File: src/hdl/rau_pkg.sv
package rau_pkg;

    localparam int NUM_WIDTH = 32;
    localparam int PROD_WIDTH = 2 * NUM_WIDTH;
    localparam int CNT_WIDTH = $clog2(NUM_WIDTH + 2);

    localparam logic [2:0] FUNC_ADD = 3'd0;
    localparam logic [2:0] FUNC_SUB = 3'd1;
    localparam logic [2:0] FUNC_MUL = 3'd2;
    localparam logic [2:0] FUNC_DIV = 3'd3;
    localparam logic [2:0] FUNC_NEG = 3'd4;
    localparam logic [2:0] FUNC_CMP = 3'd5;
    localparam logic [2:0] FUNC_RED = 3'd6;

    localparam logic [1:0] ERR_OK = 2'd0;
    localparam logic [1:0] ERR_ZERO = 2'd1;
    localparam logic [1:0] ERR_RANGE = 2'd2;

    // Commands from the controller to the datapath.
    typedef struct packed {
        logic load;
        logic mul1;
        logic mul2;
        logic form;
        logic gcd_init;
        logic gcd_step;
        logic div_init;
        logic div_step;
        logic finish;
    } rau_cmd_t;

    typedef struct packed {
        logic early_done;
        logic gcd_done;
        logic div_done;
    } rau_status_t;

endpackage

File: src/hdl/rau_ctrl.sv
module rau_ctrl
    import rau_pkg::*;
(
    input  logic        clk,
    input  logic        rst_n,
    input  logic        in_valid,
    output logic        in_ready,
    output logic        out_valid,
    input  logic        out_ready,
    input  rau_status_t status,
    output rau_cmd_t    cmd
);

    typedef enum logic [3:0] {
        S_IDLE, S_MUL1, S_MUL2, S_FORM, S_GINIT, S_GCD, S_DINIT, S_DIV, S_FIN, S_OUT
    } state_t;

    state_t state_reg;
    state_t state_next;
    logic   out_valid_reg;
    logic   out_valid_next;

    assign in_ready  = (state_reg == S_IDLE) && !out_valid_reg;
    assign out_valid = out_valid_reg;

    always_comb
    begin
        state_next     = state_reg;
        out_valid_next = out_valid_reg;
        cmd            = '0;
        if (out_valid_reg && out_ready)
        begin
            out_valid_next = 1'b0;
        end
        unique case (state_reg)
            S_IDLE:
            begin
                if (in_valid && in_ready)
                begin
                    cmd.load   = 1'b1;
                    state_next = S_MUL1;
                end
            end
            S_MUL1:
            begin
                cmd.mul1   = 1'b1;
                state_next = S_MUL2;
            end
            S_MUL2:
            begin
                cmd.mul2   = 1'b1;
                state_next = S_FORM;
            end
            S_FORM:
            begin
                cmd.form   = 1'b1;
                state_next = S_GINIT;
            end
            S_GINIT:
            begin
                if (status.early_done)
                begin
                    state_next = S_FIN;
                end
                else
                begin
                    cmd.gcd_init = 1'b1;
                    state_next   = S_GCD;
                end
            end
            S_GCD:
            begin
                if (status.gcd_done)
                begin
                    state_next = S_DINIT;
                end
                else
                begin
                    cmd.gcd_step = 1'b1;
                end
            end
            S_DINIT:
            begin
                cmd.div_init = 1'b1;
                state_next   = S_DIV;
            end
            S_DIV:
            begin
                if (status.div_done)
                begin
                    state_next = S_FIN;
                end
                else
                begin
                    cmd.div_step = 1'b1;
                end
            end
            S_FIN:
            begin
                cmd.finish     = 1'b1;
                out_valid_next = 1'b1;
                state_next     = S_OUT;
            end
            S_OUT:
            begin
                if (!out_valid_reg || out_ready)
                begin
                    state_next = S_IDLE;
                end
            end
            default:
            begin
                state_next = S_IDLE;
            end
        endcase
    end

    always_ff @(posedge clk or negedge rst_n)
    begin
        if (!rst_n)
        begin
            state_reg     <= S_IDLE;
            out_valid_reg <= 1'b0;
        end
        else
        begin
            state_reg     <= state_next;
            out_valid_reg <= out_valid_next;
        end
    end

endmodule

File: config.mk
export PLATFORM = sky130hd
export DESIGN_NAME = rau_ctrl
export DESIGN_NICKNAME = d
export VERILOG_FILES = /design/src/hdl/rau_pkg.sv /design/src/hdl/rau_ctrl.sv
export SDC_FILE = /design/constraint.sdc
export NUM_CORES = 1
export LEC_CHECK = 0
export ABC_AREA = 1
export BUFFER_PORTS_ARGS = -buffer_cell sky130_fd_sc_hd__buf_2
export CORE_AREA = 2 2 39 41
export CTS_CLUSTER_SIZE = 20
export DETAILED_ROUTE_END_ITERATION = 7
export DIE_AREA = 0 0 41 43
export PLACE_DENSITY_LB_ADDON = 0.1
export SLEW_MARGIN = 5
export SYNTH_ARGS = -nofsm -noshare
export SYNTH_HDL_FRONTEND = slang
export SYNTH_SLANG_ARGS = --single-unit
export TNS_END_PERCENT = 100
File: constraint.sdc
create_clock -name clk -period 1.44 [get_ports clk]
set_clock_uncertainty 0.15 [all_clocks]
set_input_delay 0.288 -clock clk [delete_from_list [all_inputs] [get_ports clk]]
set_output_delay 0.288 -clock clk [all_outputs]
set_load 0.01 [all_outputs]
==> results by group <==
Outcome
  • Status: finished with violations
  • Failing checks: setup timing

Layout
  • Max reg flops: 4
  • Commonest non-fill, non-tap cells in the layout: buf_2 (15), buf_4 (13), nand2_1 (11)
  • Filler Cells Inserted: roughly 130
  • Commonest non-fill, non-tap cell in the layout: buf_2
  • Number of diodes: 0
  • Design area: 807 sq um
  • Layout cells sized above 1: between 60% and 70%
  • Finished Layout Cells: 119
  • Final net count: ~110
  • Area Overhead vs Synth: 87.5%

Setup path
  • Worst Reg-to-Reg Cells: 9
  • Capturing point of the worst reg2reg path: state_reg[3]
  • Worst-path maximum fanout: 5
  • Critical Path RT: 1.00 ns
  • Type of the worst setup path: flop to primary output
  • Reg2reg start: state_reg[3]
  • Crit path capture type: primary output
  • Reg2reg setup slack: -0.18 ns
  • Startpoint types: flop
  • WP data arrival: 1.26 ns

Clocking
  • CTS tree: built
  • H-tree depth: 1
  • Clock root cell: clkbuf_4
  • Sinks on Clock Net: 5
  • CTS clk-pin slew, worst paths: 0.04 ns
  • CTS Buffer Depth: 2
  • Clock Latency Late Sink: between 0.2 and 0.25 ns
  • CTS Buf Count: 3

STA
  • Setup TNS: -2.71 ns
  • Max-slew headroom: 86.4%
  • Slew @ Worst Pin: around 0.2 ns
  • Final Cycle Share: 118%
  • Max Slew Vio Count: 0
  • RSZ-0062 raised after global routing: true
  • Fin. Hold Viols: 0
  • Fmax: approximately 0.59 GHz
  • Minimum clock period: 1.70 ns
  • Final setup viols: 14
  • Hold Slack: about 0.12 ns
  • Setup slack after layout: -0.260 ns

Floorplan
  • Die W: around 40 um
  • Full die area: approximately 0.0018 sq mm
  • Die Height: around 43 um
  • Starting Density: a little under a third
  • Core Footprint: between 0.001 and 0.0015 sq mm
  • # IOs: 18
  • Rows: 14

Yosys
  • Mapped cell area: 430 sq um
  • Distinct cells, synth: 19
  • Seq/Total Area, Yosys: between 20% and 30%
  • Syn Nets: 70
  • Synth Area per Inst: 6.83 sq um
  • Ys Warns: 0
  • Synthesized flop and latch total: 5
  • Mapped Cells: between 60 and 70

Power
  • P_sw: slightly above 800 uW
  • Int Power: ~950 uW
  • Maximum vdd drop: around 0.00086 V
  • Combinational fraction of design power: 73.7%
  • P_leak: about 0.47 nW
  • Sequential Power Share: 17.6%
  • Net Sw Frac: a little under half
  • Clock share of power: 8.8%
  • Power Density: 2200 mW/mm^2

Worst hold path
  • Min-Delay Path Class: input pin to flop
  • HP Start: out_ready
  • Cells on Worst Hold Path: 2
  • Min-Delay Endpoint: out_valid

GRT
  • Met2 usage: around 28%
  • Most crowded layer after global routing: met2
  • Initial antenna violation count: 0
  • First-pass GRT wire length: around 2100 um
  • Total gr overflow: 0
  • Largest net degree at the start of global routing: 6
  • Grt met1 use: 21.6%
  • Vias in the first global route: 526
  • GRT Overall Usage: between 15 and 20%
  • Met3 usage: under 10%

Detailed routing
  • Detailed-route via count: 538
  • Starting DRT DRC Count: 10
  • Drt drc: 0
  • Antenna Nets Post-Route: 0
  • Routed len/inst: 11.7 um
  • Pre-antenna DRT Iters: 4
  • WL final: approximately 1400 um
  • Via/cell ratio: roughly 4.5

Placed design
  • Final HPWL DP: slightly below 900 um
  • Port buffer count: 17
  • Gpl congestion: about 0.77
  • Inst Count DP: slightly above 100
  • Area after DPL: approximately 580 sq um
  • DP Worst Slack: -0.0341 ns

Run
  • Max-Cap Viols: 0
stage by stage:
stage / utilization, % / power (mW)
after floorplan: - / 0.840
after global placement: 41.8 / 1.13
final: 58.3 / 1.78
after detailed placement: 41.8 / 1.12
after CTS: 51.3 / 1.47
after global routing: 58.3 / 1.93
synth_stat cells, drive strengths merged:
| library cell | instances | area share, % |
|---|---|---|
| o21bai | 1 | 2.6 |
| o211ai | 1 | 1.7 |
| nor3b | 1 | 1.7 |
| nor2 | 11 | 16 |
| nor3 | 2 | 2.3 |
| o21ai | 2 | 2.3 |
| nand2 | 17 | 17 |
| buf | 1 | 1.7 |
| a21oi | 2 | 3.2 |
| dfrtp | 5 | 29 |
| nand3 | 6 | 10 |
| inv | 14 | 12 |
metal layers:
metal	wire (um)	part of all wire, %
met5	0	0
met4	8	0.58
met3	35	2.5
met2	786	57
met1	561	40
cells by family (layout without fill, tap and decap cells):
family | Yosys count | after routing | share of synthesized area (%)
AO/OA/AOI/OAI | 6 | 6 | 9.88
buffers and inverters | 15 | 55 | 14.0
AND/OR/NAND/NOR | 37 | 37 | 47.1
flip-flops | 5 | 5 | 29.1
repair_timing:
item	CTS	global route
endpoints found under the setup margin	10	14
pin swaps	7	10
hold buffers	1	0
setup buffers	8	5
gates resized for setup	11	16
endpoints found under the hold margin	5	0
power groups by stage:
stage	logic, mW	registers, mW	clock network (mW)
finish	1.31	0.312	0.156
global route	1.43	0.319	0.185
CTS	1.02	0.290	0.163
detailed placement	0.842	0.282	0
global placement	0.850	0.281	0
floorplan	0.545	0.295	0
worst max-delay path: stages, from the launching register on:
cell     delay, ns
dfrtp_1       0.41
buf_6         0.14
nor2_4        0.18
nand2_2       0.09
nor2_4        0.10
buf_6         0.11
worst max path at each step:
stage	end	from	slack [ns]	cells after the start
after CTS	cmd[4]	state_reg[3]	-0.23	5
after global routing	cmd[1]	state_reg[3]	-0.34	5
final	cmd[4]	state_reg[3]	-0.26	5
after global placement	cmd[8]	state_reg[1]	-0.04	4
after detailed placement	cmd[8]	state_reg[1]	-0.03	4
after floorplan	cmd[7]	state_reg[3]	0.05	3
cell type report:
cell class / instances / area (sq um) / area share, %
Clock buffer: 4 / 26.3 / 3.26
Inverter: 14 / 55.1 / 6.82
Multi-Input combinational cell: 43 / 305 / 37.8
Sequential cell: 5 / 128 / 15.8
Tap cell: 16 / 20.0 / 2.48
Timing Repair Buffer: 37 / 273 / 33.8
Note: power is estimated with default switching activity, not from simulation.
